**src/rtl/core/gvf_pkg.sv**
```systemverilog
// Shared types, constants and codes of the gravity vector fusion block.
package gvf_pkg;

   // Field and datapath widths
   localparam int SAMPLE_W  = 16;
   localparam int CORR_W    = SAMPLE_W + 1;
   localparam int GRAV_W    = 32;
   localparam int GAIN_W    = 32;
   localparam int ACC_W     = GRAV_W + 2;
   localparam int MUL_W     = GAIN_W + 1;
   localparam int PROD_W    = 64;
   localparam int CSR_IDX_W = 3;
   localparam int CSR_DAT_W = 32;

   // Accel filter shift and fraction bits of angle deltas and rotation terms
   localparam int FILTER_SHIFT = 8;
   localparam int FRAC_SHIFT   = 16;
   localparam int Q_W          = GRAV_W + 1;

   // Delta saturation limits
   localparam logic [Q_W-1:0]    Q_POS_MAX = Q_W'(33'h0_7FFF_FFFF);
   localparam logic [Q_W-1:0]    Q_NEG_MAX = Q_W'(33'h0_8000_0000);
   localparam logic [GRAV_W-1:0] D_POS_MAX = 32'h7FFF_FFFF;
   localparam logic [GRAV_W-1:0] D_NEG_MAX = 32'h8000_0000;

   // Register indexes of the configuration port
   localparam logic [CSR_IDX_W-1:0] REG_ACC_OFF_X = 3'd0;
   localparam logic [CSR_IDX_W-1:0] REG_ACC_OFF_Y = 3'd1;
   localparam logic [CSR_IDX_W-1:0] REG_ACC_OFF_Z = 3'd2;
   localparam logic [CSR_IDX_W-1:0] REG_GYR_OFF_X = 3'd3;
   localparam logic [CSR_IDX_W-1:0] REG_GYR_OFF_Y = 3'd4;
   localparam logic [CSR_IDX_W-1:0] REG_GYR_OFF_Z = 3'd5;
   localparam logic [CSR_IDX_W-1:0] REG_RATE_GAIN = 3'd6;

   typedef enum logic [1:0] {
      OP_INIT  = 2'd0,
      OP_ACCEL = 2'd1,
      OP_GYRO  = 2'd2
   } opcode_type;

   // Gyro sequence: three gain multiplies, six cross products, one final fold
   typedef enum logic [3:0] {
      STEP_MUL_DX = 4'd0,
      STEP_MUL_DY = 4'd1,
      STEP_MUL_DZ = 4'd2,
      STEP_Z_A    = 4'd3,
      STEP_Z_B    = 4'd4,
      STEP_X_A    = 4'd5,
      STEP_X_B    = 4'd6,
      STEP_Y_A    = 4'd7,
      STEP_Y_B    = 4'd8,
      STEP_FOLD_Y = 4'd9
   } step_type;

   typedef enum logic [1:0] {
      ST_IDLE,
      ST_SIMPLE,
      ST_GYRO,
      ST_DONE
   } state_type;

   typedef struct packed {
      logic [2:0][SAMPLE_W-1:0] acc_off;
      logic [2:0][SAMPLE_W-1:0] gyr_off;
      logic [GAIN_W-1:0]        rate_gain;
   } cfg_type;

   typedef struct packed {
      logic     capture;
      logic     simple;
      logic     gyro;
      step_type step;
      logic     load_rsp;
   } cmd_type;

   typedef struct packed {
      logic req_gyro;
   } status_type;

endpackage

```
**src/rtl/core/gvf_csr.sv**
```systemverilog
// Configuration registers: sensor offsets and gyro rate gain.
module gvf_csr (
   input  logic                           clock,
   input  logic                           reset,
   input  logic                           csr_valid,
   output logic                           csr_ready,
   input  logic [gvf_pkg::CSR_IDX_W-1:0]  csr_index,
   input  logic [gvf_pkg::CSR_DAT_W-1:0]  csr_data,
   output gvf_pkg::cfg_type               cfg
);
   import gvf_pkg::*;

   cfg_type cfg_ff, cfg_in;

   // Always able to take a word
   assign csr_ready = 1'b1;

   // Decode the index; words beyond the register list are dropped
   always_comb begin
      cfg_in = cfg_ff;
      if (csr_valid) begin
         case (csr_index)
            REG_ACC_OFF_X: cfg_in.acc_off[0] = csr_data[SAMPLE_W-1:0];
            REG_ACC_OFF_Y: cfg_in.acc_off[1] = csr_data[SAMPLE_W-1:0];
            REG_ACC_OFF_Z: cfg_in.acc_off[2] = csr_data[SAMPLE_W-1:0];
            REG_GYR_OFF_X: cfg_in.gyr_off[0] = csr_data[SAMPLE_W-1:0];
            REG_GYR_OFF_Y: cfg_in.gyr_off[1] = csr_data[SAMPLE_W-1:0];
            REG_GYR_OFF_Z: cfg_in.gyr_off[2] = csr_data[SAMPLE_W-1:0];
            REG_RATE_GAIN: cfg_in.rate_gain  = csr_data[GAIN_W-1:0];
            default:       cfg_in = cfg_ff;
         endcase
      end
   end

   always_ff @(posedge clock) begin
      if (reset) begin
         cfg_ff <= '0;
      end else begin
         cfg_ff <= cfg_in;
      end
   end

   assign cfg = cfg_ff;

endmodule

```
**src/rtl/core/gvf_datapath.sv**
```systemverilog
// Datapath: sample correction, accel filter, gain and cross-product multiplier.
module gvf_datapath (
   input  logic                                clock,
   input  logic                                reset,
   input  gvf_pkg::cmd_type                    cmd,
   output gvf_pkg::status_type                 status,
   input  gvf_pkg::cfg_type                    cfg,
   input  logic [1:0]                          req_opcode,
   input  logic signed [gvf_pkg::SAMPLE_W-1:0] req_sample_x,
   input  logic signed [gvf_pkg::SAMPLE_W-1:0] req_sample_y,
   input  logic signed [gvf_pkg::SAMPLE_W-1:0] req_sample_z,
   output logic signed [gvf_pkg::GRAV_W-1:0]   rsp_grav_x,
   output logic signed [gvf_pkg::GRAV_W-1:0]   rsp_grav_y,
   output logic signed [gvf_pkg::GRAV_W-1:0]   rsp_grav_z
);
   import gvf_pkg::*;

   opcode_type                op_ff, op_in;
   logic signed [CORR_W-1:0]  corr_ff [3];
   logic signed [CORR_W-1:0]  corr_in [3];
   logic signed [GRAV_W-1:0]  grav_ff [3];
   logic signed [GRAV_W-1:0]  grav_in [3];
   logic signed [GRAV_W-1:0]  delta_ff [3];
   logic signed [GRAV_W-1:0]  rsp_ff [3];
   logic signed [SAMPLE_W-1:0] sample [3];

   logic signed [PROD_W-1:0]  prod_ff, pa_ff, prod_in;
   logic signed [GRAV_W-1:0]  tz_ff, tx_ff;
   logic signed [MUL_W-1:0]   mul_a, mul_b;
   logic signed [2*MUL_W-1:0] mul_p;

   logic                      fold_en;
   logic [1:0]                fold_idx;
   logic [Q_W-1:0]            fold_q;
   logic [GRAV_W-1:0]         fold_d;
   logic [1:0]                mag_idx;
   logic signed [CORR_W-1:0]  mag_src;
   logic [CORR_W-1:0]         mag;
   logic signed [PROD_W-1:0]  cross_diff;
   logic signed [GRAV_W-1:0]  term;

   assign sample[0] = req_sample_x;
   assign sample[1] = req_sample_y;
   assign sample[2] = req_sample_z;

   assign status.req_gyro = (req_opcode == OP_GYRO);

   // Subtract the gyro bias or the accel offset as the word is taken
   always_comb begin
      logic signed [SAMPLE_W-1:0] off;
      off = '0;
      op_in = opcode_type'(req_opcode);
      for (int i = 0; i < 3; i++) begin
         off = (req_opcode == OP_GYRO) ? $signed(cfg.gyr_off[i]) : $signed(cfg.acc_off[i]);
         corr_in[i] = CORR_W'(sample[i]) - CORR_W'(off);
      end
   end

   // Select multiplier operands for the current step
   always_comb begin
      mag_idx = 2'd0;
      case (cmd.step)
         STEP_MUL_DY: mag_idx = 2'd1;
         STEP_MUL_DZ: mag_idx = 2'd2;
         default:     mag_idx = 2'd0;
      endcase
      mag_src = corr_ff[mag_idx];
      mag = mag_src[CORR_W-1] ? CORR_W'(-mag_src) : CORR_W'(mag_src);
      mul_a = '0;
      mul_b = '0;
      case (cmd.step)
         STEP_MUL_DX, STEP_MUL_DY, STEP_MUL_DZ: begin
            mul_a = $signed(MUL_W'(mag));
            mul_b = $signed(MUL_W'(cfg.rate_gain));
         end
         STEP_Z_A: begin
            mul_a = MUL_W'(delta_ff[1]);
            mul_b = MUL_W'(grav_ff[0]);
         end
         STEP_Z_B: begin
            mul_a = MUL_W'(delta_ff[0]);
            mul_b = MUL_W'(grav_ff[1]);
         end
         STEP_X_A: begin
            mul_a = MUL_W'(delta_ff[1]);
            mul_b = MUL_W'(grav_ff[2]);
         end
         STEP_X_B: begin
            mul_a = MUL_W'(delta_ff[2]);
            mul_b = MUL_W'(grav_ff[1]);
         end
         STEP_Y_A: begin
            mul_a = MUL_W'(delta_ff[0]);
            mul_b = MUL_W'(grav_ff[2]);
         end
         STEP_Y_B: begin
            mul_a = MUL_W'(delta_ff[2]);
            mul_b = MUL_W'(grav_ff[0]);
         end
         default: begin
            mul_a = '0;
            mul_b = '0;
         end
      endcase
      mul_p   = mul_a * mul_b;
      prod_in = mul_p[PROD_W-1:0];
   end

   // Turn the previous gain product into a saturated Q16.16 angle delta
   always_comb begin
      fold_en  = 1'b0;
      fold_idx = 2'd0;
      case (cmd.step)
         STEP_MUL_DY: begin
            fold_en  = 1'b1;
            fold_idx = 2'd0;
         end
         STEP_MUL_DZ: begin
            fold_en  = 1'b1;
            fold_idx = 2'd1;
         end
         STEP_Z_A: begin
            fold_en  = 1'b1;
            fold_idx = 2'd2;
         end
         default: begin
            fold_en  = 1'b0;
            fold_idx = 2'd0;
         end
      endcase
      fold_q = prod_ff[FRAC_SHIFT+Q_W-1:FRAC_SHIFT];
      if (corr_ff[fold_idx][CORR_W-1]) begin
         fold_d = (fold_q > Q_NEG_MAX) ? D_NEG_MAX : GRAV_W'(Q_W'(0) - fold_q);
      end else begin
         fold_d = (fold_q > Q_POS_MAX) ? D_POS_MAX : fold_q[GRAV_W-1:0];
      end
   end

   // Rotation term: bits 16 to 47 of the difference of a product pair
   assign cross_diff = pa_ff - prod_ff;
   assign term       = cross_diff[FRAC_SHIFT+GRAV_W-1:FRAC_SHIFT];

   // Next estimate
   always_comb begin
      logic signed [ACC_W-1:0] diff;
      diff = '0;
      for (int i = 0; i < 3; i++) begin
         grav_in[i] = grav_ff[i];
      end
      if (cmd.simple) begin
         case (op_ff)
            OP_INIT: begin
               for (int i = 0; i < 3; i++) begin
                  grav_in[i] = GRAV_W'(corr_ff[i]);
               end
            end
            OP_ACCEL: begin
               for (int i = 0; i < 3; i++) begin
                  diff = ACC_W'(corr_ff[i]) - ACC_W'(grav_ff[i]);
                  grav_in[i] = grav_ff[i] + GRAV_W'(diff >>> FILTER_SHIFT);
               end
            end
            default: begin
               for (int i = 0; i < 3; i++) begin
                  grav_in[i] = grav_ff[i];
               end
            end
         endcase
      end
      if (cmd.gyro && cmd.step == STEP_FOLD_Y) begin
         grav_in[0] = grav_ff[0] - tx_ff;
         grav_in[1] = grav_ff[1] + term;
         grav_in[2] = grav_ff[2] + tz_ff;
      end
   end

   // Estimate state
   always_ff @(posedge clock) begin
      if (reset) begin
         for (int i = 0; i < 3; i++) begin
            grav_ff[i] <= '0;
         end
      end else begin
         for (int i = 0; i < 3; i++) begin
            grav_ff[i] <= grav_in[i];
         end
      end
   end

   // Working registers and result word
   always_ff @(posedge clock) begin
      if (cmd.capture) begin
         op_ff <= op_in;
         for (int i = 0; i < 3; i++) begin
            corr_ff[i] <= corr_in[i];
         end
      end
      if (cmd.gyro) begin
         prod_ff <= prod_in;
         pa_ff   <= prod_ff;
         if (fold_en) begin
            delta_ff[fold_idx] <= $signed(fold_d);
         end
         if (cmd.step == STEP_X_A) begin
            tz_ff <= term;
         end
         if (cmd.step == STEP_Y_A) begin
            tx_ff <= term;
         end
      end
      if (cmd.load_rsp) begin
         for (int i = 0; i < 3; i++) begin
            rsp_ff[i] <= grav_ff[i];
         end
      end
   end

   assign rsp_grav_x = rsp_ff[0];
   assign rsp_grav_y = rsp_ff[1];
   assign rsp_grav_z = rsp_ff[2];

endmodule

```
**src/rtl/core/gvf_ctrl.sv**
```systemverilog
// Controller: item sequencing, gyro step counter and result handshake.
module gvf_ctrl (
   input  logic                clock,
   input  logic                reset,
   input  logic                req_valid,
   output logic                req_ready,
   output logic                rsp_valid,
   input  logic                rsp_ready,
   output gvf_pkg::cmd_type    cmd,
   input  gvf_pkg::status_type status
);
   import gvf_pkg::*;

   state_type state_ff, state_in;
   step_type  step_ff, step_in;
   logic      rsp_valid_ff, rsp_valid_in;

   // Next state and commands
   always_comb begin
      state_in     = state_ff;
      step_in      = step_ff;
      req_ready    = 1'b0;
      rsp_valid_in = rsp_valid_ff & ~rsp_ready;
      cmd          = '0;
      cmd.step     = step_ff;
      case (state_ff)
         ST_IDLE: begin
            req_ready = 1'b1;
            if (req_valid) begin
               cmd.capture = 1'b1;
               state_in    = status.req_gyro ? ST_GYRO : ST_SIMPLE;
            end
         end
         ST_SIMPLE: begin
            cmd.simple = 1'b1;
            state_in   = ST_DONE;
         end
         ST_GYRO: begin
            cmd.gyro = 1'b1;
            if (step_ff == STEP_FOLD_Y) begin
               step_in  = STEP_MUL_DX;
               state_in = ST_DONE;
            end else begin
               step_in = step_type'(step_ff + 4'd1);
            end
         end
         ST_DONE: begin
            // Hold until the result register is free
            if (!rsp_valid_ff || rsp_ready) begin
               cmd.load_rsp = 1'b1;
               rsp_valid_in = 1'b1;
               state_in     = ST_IDLE;
            end
         end
         default: begin
            state_in = ST_IDLE;
         end
      endcase
   end

   always_ff @(posedge clock) begin
      if (reset) begin
         state_ff     <= ST_IDLE;
         step_ff      <= STEP_MUL_DX;
         rsp_valid_ff <= 1'b0;
      end else begin
         state_ff     <= state_in;
         step_ff      <= step_in;
         rsp_valid_ff <= rsp_valid_in;
      end
   end

   assign rsp_valid = rsp_valid_ff;

`ifndef SYNTH
   a_load_free: assert property (@(posedge clock) disable iff (reset)
      cmd.load_rsp |-> (!rsp_valid_ff || rsp_ready))
      else $error("result loaded over a word not yet taken");

   a_load_valid: assert property (@(posedge clock) disable iff (reset)
      cmd.load_rsp |=> rsp_valid_ff)
      else $error("result loaded but not shown as valid");

   a_step_idle: assert property (@(posedge clock) disable iff (reset)
      (state_ff != ST_GYRO) |-> (step_ff == STEP_MUL_DX))
      else $error("gyro step counter not parked outside the gyro sequence");

   a_gyro_end: assert property (@(posedge clock) disable iff (reset)
      (state_ff == ST_GYRO && step_ff == STEP_FOLD_Y) |=> (state_ff == ST_DONE))
      else $error("gyro sequence did not finish after its last step");
`endif

endmodule

```
**src/rtl/core/gravity_vector_gyro_acc_fusion.sv**
```systemverilog
// Top level of the gravity vector estimator fusing accelerometer and gyro words.
//
//   channel  direction  handshake              payload
//   req      in         req_valid/req_ready    req_opcode, req_sample_x/y/z
//   rsp      out        rsp_valid/rsp_ready    rsp_grav_x/y/z
//   csr      in         csr_valid/csr_ready    csr_index, csr_data
//
// A word is taken only in idle. Init, accel or unused-opcode word: a simple update state,
// then the done state loads the result. Gyro word: the gyro steps run first, as the one
// shared 33x33 multiplier does three gain products and six cross products, then a fold.
// The next word is taken while the previous result still waits in the output register.
// Synchronous reset clears the estimate, the offsets and the gain to zero.
// A stalled rsp side parks the controller until the output register frees; csr_ready is 1.
module gravity_vector_gyro_acc_fusion (
   input  logic                                clock,
   input  logic                                reset,
   input  logic                                req_valid,
   output logic                                req_ready,
   input  logic [1:0]                          req_opcode,
   input  logic signed [gvf_pkg::SAMPLE_W-1:0] req_sample_x,
   input  logic signed [gvf_pkg::SAMPLE_W-1:0] req_sample_y,
   input  logic signed [gvf_pkg::SAMPLE_W-1:0] req_sample_z,
   output logic                                rsp_valid,
   input  logic                                rsp_ready,
   output logic signed [gvf_pkg::GRAV_W-1:0]   rsp_grav_x,
   output logic signed [gvf_pkg::GRAV_W-1:0]   rsp_grav_y,
   output logic signed [gvf_pkg::GRAV_W-1:0]   rsp_grav_z,
   input  logic                                csr_valid,
   output logic                                csr_ready,
   input  logic [gvf_pkg::CSR_IDX_W-1:0]       csr_index,
   input  logic [gvf_pkg::CSR_DAT_W-1:0]       csr_data
);
   import gvf_pkg::*;

   cfg_type    cfg;
   cmd_type    cmd;
   status_type status;

   gvf_csr u_csr (
      .clock     (clock),
      .reset     (reset),
      .csr_valid (csr_valid),
      .csr_ready (csr_ready),
      .csr_index (csr_index),
      .csr_data  (csr_data),
      .cfg       (cfg)
   );

   gvf_ctrl u_ctrl (
      .clock     (clock),
      .reset     (reset),
      .req_valid (req_valid),
      .req_ready (req_ready),
      .rsp_valid (rsp_valid),
      .rsp_ready (rsp_ready),
      .cmd       (cmd),
      .status    (status)
   );

   gvf_datapath u_datapath (
      .clock        (clock),
      .reset        (reset),
      .cmd          (cmd),
      .status       (status),
      .cfg          (cfg),
      .req_opcode   (req_opcode),
      .req_sample_x (req_sample_x),
      .req_sample_y (req_sample_y),
      .req_sample_z (req_sample_z),
      .rsp_grav_x   (rsp_grav_x),
      .rsp_grav_y   (rsp_grav_y),
      .rsp_grav_z   (rsp_grav_z)
   );

endmodule
```
**config.mk**
```make
export PLATFORM = sky130hd
export DESIGN_NAME = gravity_vector_gyro_acc_fusion
export DESIGN_NICKNAME = d
export VERILOG_FILES = /design/src/rtl/core/gvf_pkg.sv /design/src/rtl/core/gvf_csr.sv /design/src/rtl/core/gvf_datapath.sv /design/src/rtl/core/gvf_ctrl.sv /design/src/rtl/core/gravity_vector_gyro_acc_fusion.sv
export SDC_FILE = /design/constraint.sdc
export NUM_CORES = 2
export LEC_CHECK = 0
export ABC_AREA = 0
export BUFFER_PORTS_ARGS = -buffer_cell sky130_fd_sc_hd__buf_2
export CAP_MARGIN = 20
export CORE_ASPECT_RATIO = 0.7
export CORE_MARGIN = 1
export CORE_UTILIZATION = 45
export DETAILED_ROUTE_END_ITERATION = 10
export PLACE_DENSITY = 0.72
export SLEW_MARGIN = 15
export SYNTH_ARGS = -nofsm -noshare
export SYNTH_HDL_FRONTEND = slang
export SYNTH_SLANG_ARGS = --single-unit
```
**constraint.sdc**
```tcl
create_clock -name clock -period 13.9 [get_ports clock]
set_input_delay 1.39 -clock clock [delete_from_list [all_inputs] [get_ports clock]]
set_output_delay 1.39 -clock clock [all_outputs]
set_load 0.02 [all_outputs]
```
==> results.py <==
metrics = {
    "final_layout": {
        "nets": 9582,
        "drive_above_1_share_pct": 6.76,
        "area_delta_synth_final_pct": 8.64,
        "seqCellArea_um2": 16800,
        "multi_input_area_um2": 49100,
        "final_area_um2": 77700,
        "nFillCells": 14700,
    },
    "setup_path": {
        "cp.buffers_inverters": 6,
        "crit_type": "flip-flop to flip-flop",
        "crit_top_cell": "fa_1",
        "cp-end-kind": "flip-flop",
        "cp-start-kind": "flip-flop",
        "worstPathMaxFanout": 21,
        "critPathSlowestCell": "a311oi_1",
        "r2r_slack_ns": 1.53,
        "endpoint": "u_datapath.prod_ff[47]",
        "worst-path-stages": 37,
        "path_delay_family": "adder cells",
        "crit_start": "u_ctrl.step_ff[1]",
        "required_ns": 14.32,
        "reg2reg_to": "u_datapath.prod_ff[47]",
        "slowest_delay_ns": 0.91,
        "worstRegToRegCells": 37,
        "arrival_ns": 12.79,
        "r2r_start": "u_ctrl.step_ff[1]",
    },
    "yosys": {
        "synth_ff_type": "edfxtp_1",
        "ys.warnings.count": 0,
        "yosys.area.top_type": "fa_1",
        "synth_edf_count": 406,
        "syn_nets": 9483,
        "synth_cell_types": 93,
        "synth_top_area_share_pct": 24.6,
        "synthCells": 7951,
        "synth.area.top_cells": "fa_1 25%, edfxtp_1 17%, ha_1 9.8%",
        "synth.avg_cell_area_um2": 9.00,
        "yosysMostFrequentCell": "inv_1",
        "synthArstFlopShare_pct": 0,
        "netlist_top_cells_count": "1275 x inv_1, 1064 x nand2_1, 880 x fa_1, 755 x nor2_1, 562 x ha_1",
        "synth_area_um2": 71500,
        "ys_seq_area_share_pct": 23.5,
        "synth-seq-cells": 637,
    },
    "clocking": {
        "cts_setup_buffers": 0,
        "numCtsBuffers": 67,
        "clkSinkCount": 637,
        "path_clk_slew_ns": 0.07,
        "holdBufCountCts": 0,
        "cts_resized": 0,
        "cts_tree": "built",
        "clock_latency_ns": 0.69,
        "clock_tree.root_cell": "clkbuf_16",
        "cts_max_path_buffers": 3,
        "h-tree-depth": 3,
    },
    "placement": {
        "dpl_cell_area_um2": 75300,
        "gp_congestion": 1.02,
        "port_buffers": 187,
        "post-place-ws_ns": 1.94,
        "hpwlAfterDp_um": 206000,
    },
    "die": {
        "die_h_um": 336,
        "pin_count": 189,
        "die-area_um2": 161000,
        "start_util_pct": 45.3,
        "rows": 122,
        "fp.dieW_um": 479,
        "core_region_area_um2": 158000,
    },
    "grt": {
        "grt_busiest_layer": "met1",
        "antenna_found_initial": 16,
        "overflow": 0,
        "globalRouteMet2Util_pct": 44.0,
        "grt_pass1_vias": 59400,
        "grt_pass1_wl_um": 389000,
        "grt_max_degree": 92,
        "grt_util_met1_pct": 47.7,
        "grt_usage_pct": 32.8,
        "met3_usage_pct": 12.4,
    },
    "sta": {
        "worst_pin_slew_ns": 1.38,
        "fin_skew_ns": 0.0317,
        "finalCritPeriodShare_pct": 89.0,
        "min_period_ns": 12.37,
        "worst_slack_ns": 1.53,
        "final-setup-viol-count": 0,
        "fin_setup_tns_ns": 0,
        "slew_viol_final": 0,
        "relSlewSlack_pct": 8.32,
        "finalHoldViolations": 0,
        "rsz0062_at_grt": "no",
        "fmax_mhz": 80.9,
    },
    "drt": {
        "drt-vias-per-instance": 5.99,
        "dr_total_vias": 61200,
        "drt-total-wl_um": 265000,
        "antenna_left": 0,
        "first_pass_iters": 6,
        "wl_per_cell_um": 25.9,
        "remaining_drc_errors": 0,
        "initialDrtViolationCount": 8381,
    },
    "worst_hold_path": {
        "worstHoldStart": "u_datapath.prod_ff[9]",
        "holdCritPathClass": "flip-flop to flip-flop",
    },
    "pwr": {
        "powerDensity_nw_per_um2": 167,
        "ir_drop_mv": 0.170,
        "p_leak_nw": 34.7,
    },
    "status": {
        "status": "finished clean",
    },
    "flow_run": {
        "drv_cap": 0,
    },
}
[worst register-to-register path, delay by kind of cell (launching register included)]
family / cells / cell delay, ns
AOI/OAI and AO/OA: 12 / 3.94
buffers and inverters: 6 / 0.83
xor gates and xnor gates: 2 / 0.70
adders and majority gates: 9 / 4.00
and+or+nand+nor: 7 / 1.89
muxes: 1 / 0.20
DFF: 1 / 0.54
[placed cells by master (no fill, tap or decap), types with 28 or more instances in the layout]
cell,instances
a211oi_1,51
o21a_1,61
a21boi_0,30
ha_1,561
fa_1,880
a2111oi_0,33
buf_4,144
xor2_1,98
o211ai_1,82
o21ai_1,28
buf_2,186
a21o_1,156
nand3_1,79
nand2b_1,60
inv_1,1275
a31oi_1,35
o21bai_1,38
nor2_1,751
xnor2_1,263
nor3_1,84
a221oi_2,28
edfxtp_1,406
o21ai_0,205
a221o_1,42
nand4_1,35
mux2i_1,104
nand2_1,1064
nor2b_1,70
a21oi_1,492
and2_1,36
dfxtp_1,230
clkbuf_16,67
[kinds of logic (layout without fill, tap and decap cells)]
kind of cell,after synthesis,in the layout,share of synthesized area [%]
AND/OR/NAND/NOR,2322,2322,13.9
flip-flops,637,637,23.5
AO/OA/AOI/OAI,1503,1503,13.9
XOR/XNOR,361,361,4.42
adder cells (fa/ha/maj),1442,1442,34.5
buffers and inverters,1580,1733,8.39
other,1,6,0.00524
multiplexers,105,105,1.47
[report_power, final]
part           switching [mW]  internal (mW)
combinational            5.33           2.65
clock                   0.865           1.12
sequential              0.478           2.51
[layout make-up]
| cell class | instances | area share (%) |
|---|---|---|
| timing repair buffer | 333 | 2.63 |
| antenna | 5 | 0.0161 |
| inverter | 1277 | 6.17 |
| clock inverter | 38 | 0.676 |
| tap | 2108 | 3.39 |
| sequential | 637 | 21.6 |
| multi-input combinational | 5734 | 63.1 |
| clock buffer | 85 | 2.35 |
[through the flow]
| stage | power (mW) | hold slack [ns] | util [%] | std cells |
|---|---|---|---|---|
| final | 13.0 | 0.452 | 49.2 | 10200 |
| after global routing | 13.5 | 0.458 | 49.2 | 10200 |
| after CTS | 12.6 | 0.449 | 49.2 | 10200 |
| after detailed placement | 10.6 | 0.438 | 47.7 | 10100 |
| after global placement | 10.4 | 0.437 | 47.7 | 10100 |
| after floorplan | 7.80 | 0.424 | - | 7951 |
[how the worst min path moves through the flow]
stage / endpoint / depth (start not counted) / slack, ns
global route: u_datapath.pa_ff[8] / 0 / 0.46
global placement: u_datapath.pa_ff[3] / 0 / 0.44
floorplan: u_datapath.pa_ff[47] / 0 / 0.42
detailed placement: u_datapath.pa_ff[13] / 0 / 0.44
finish: u_datapath.pa_ff[9] / 0 / 0.45
CTS: u_datapath.pa_ff[8] / 0 / 0.45
[metal layers]
layer	wire length [um]	share of wire, %
met2	102000	39
met3	40500	15
met1	113000	43
met4	9570	3.6
met5	138	0.052
[state kept, by name, summed over array words and instances, names as in the netlist]
register and count:
u_datapath.grav_ff 96, u_datapath.delta_ff 96, u_ctrl.step_ff 4, u_csr.cfg 128
u_datapath.prod_ff 49, u_datapath.corr_ff 51, u_ctrl.rsp_valid 1, u_datapath.rsp_ff 96
u_ctrl.state_ff 2, u_datapath.tz_ff 32, u_datapath.tx_ff 32, u_datapath.pa_ff 48
u_datapath.op_ff 2
(Power assumes the default switching activity.)
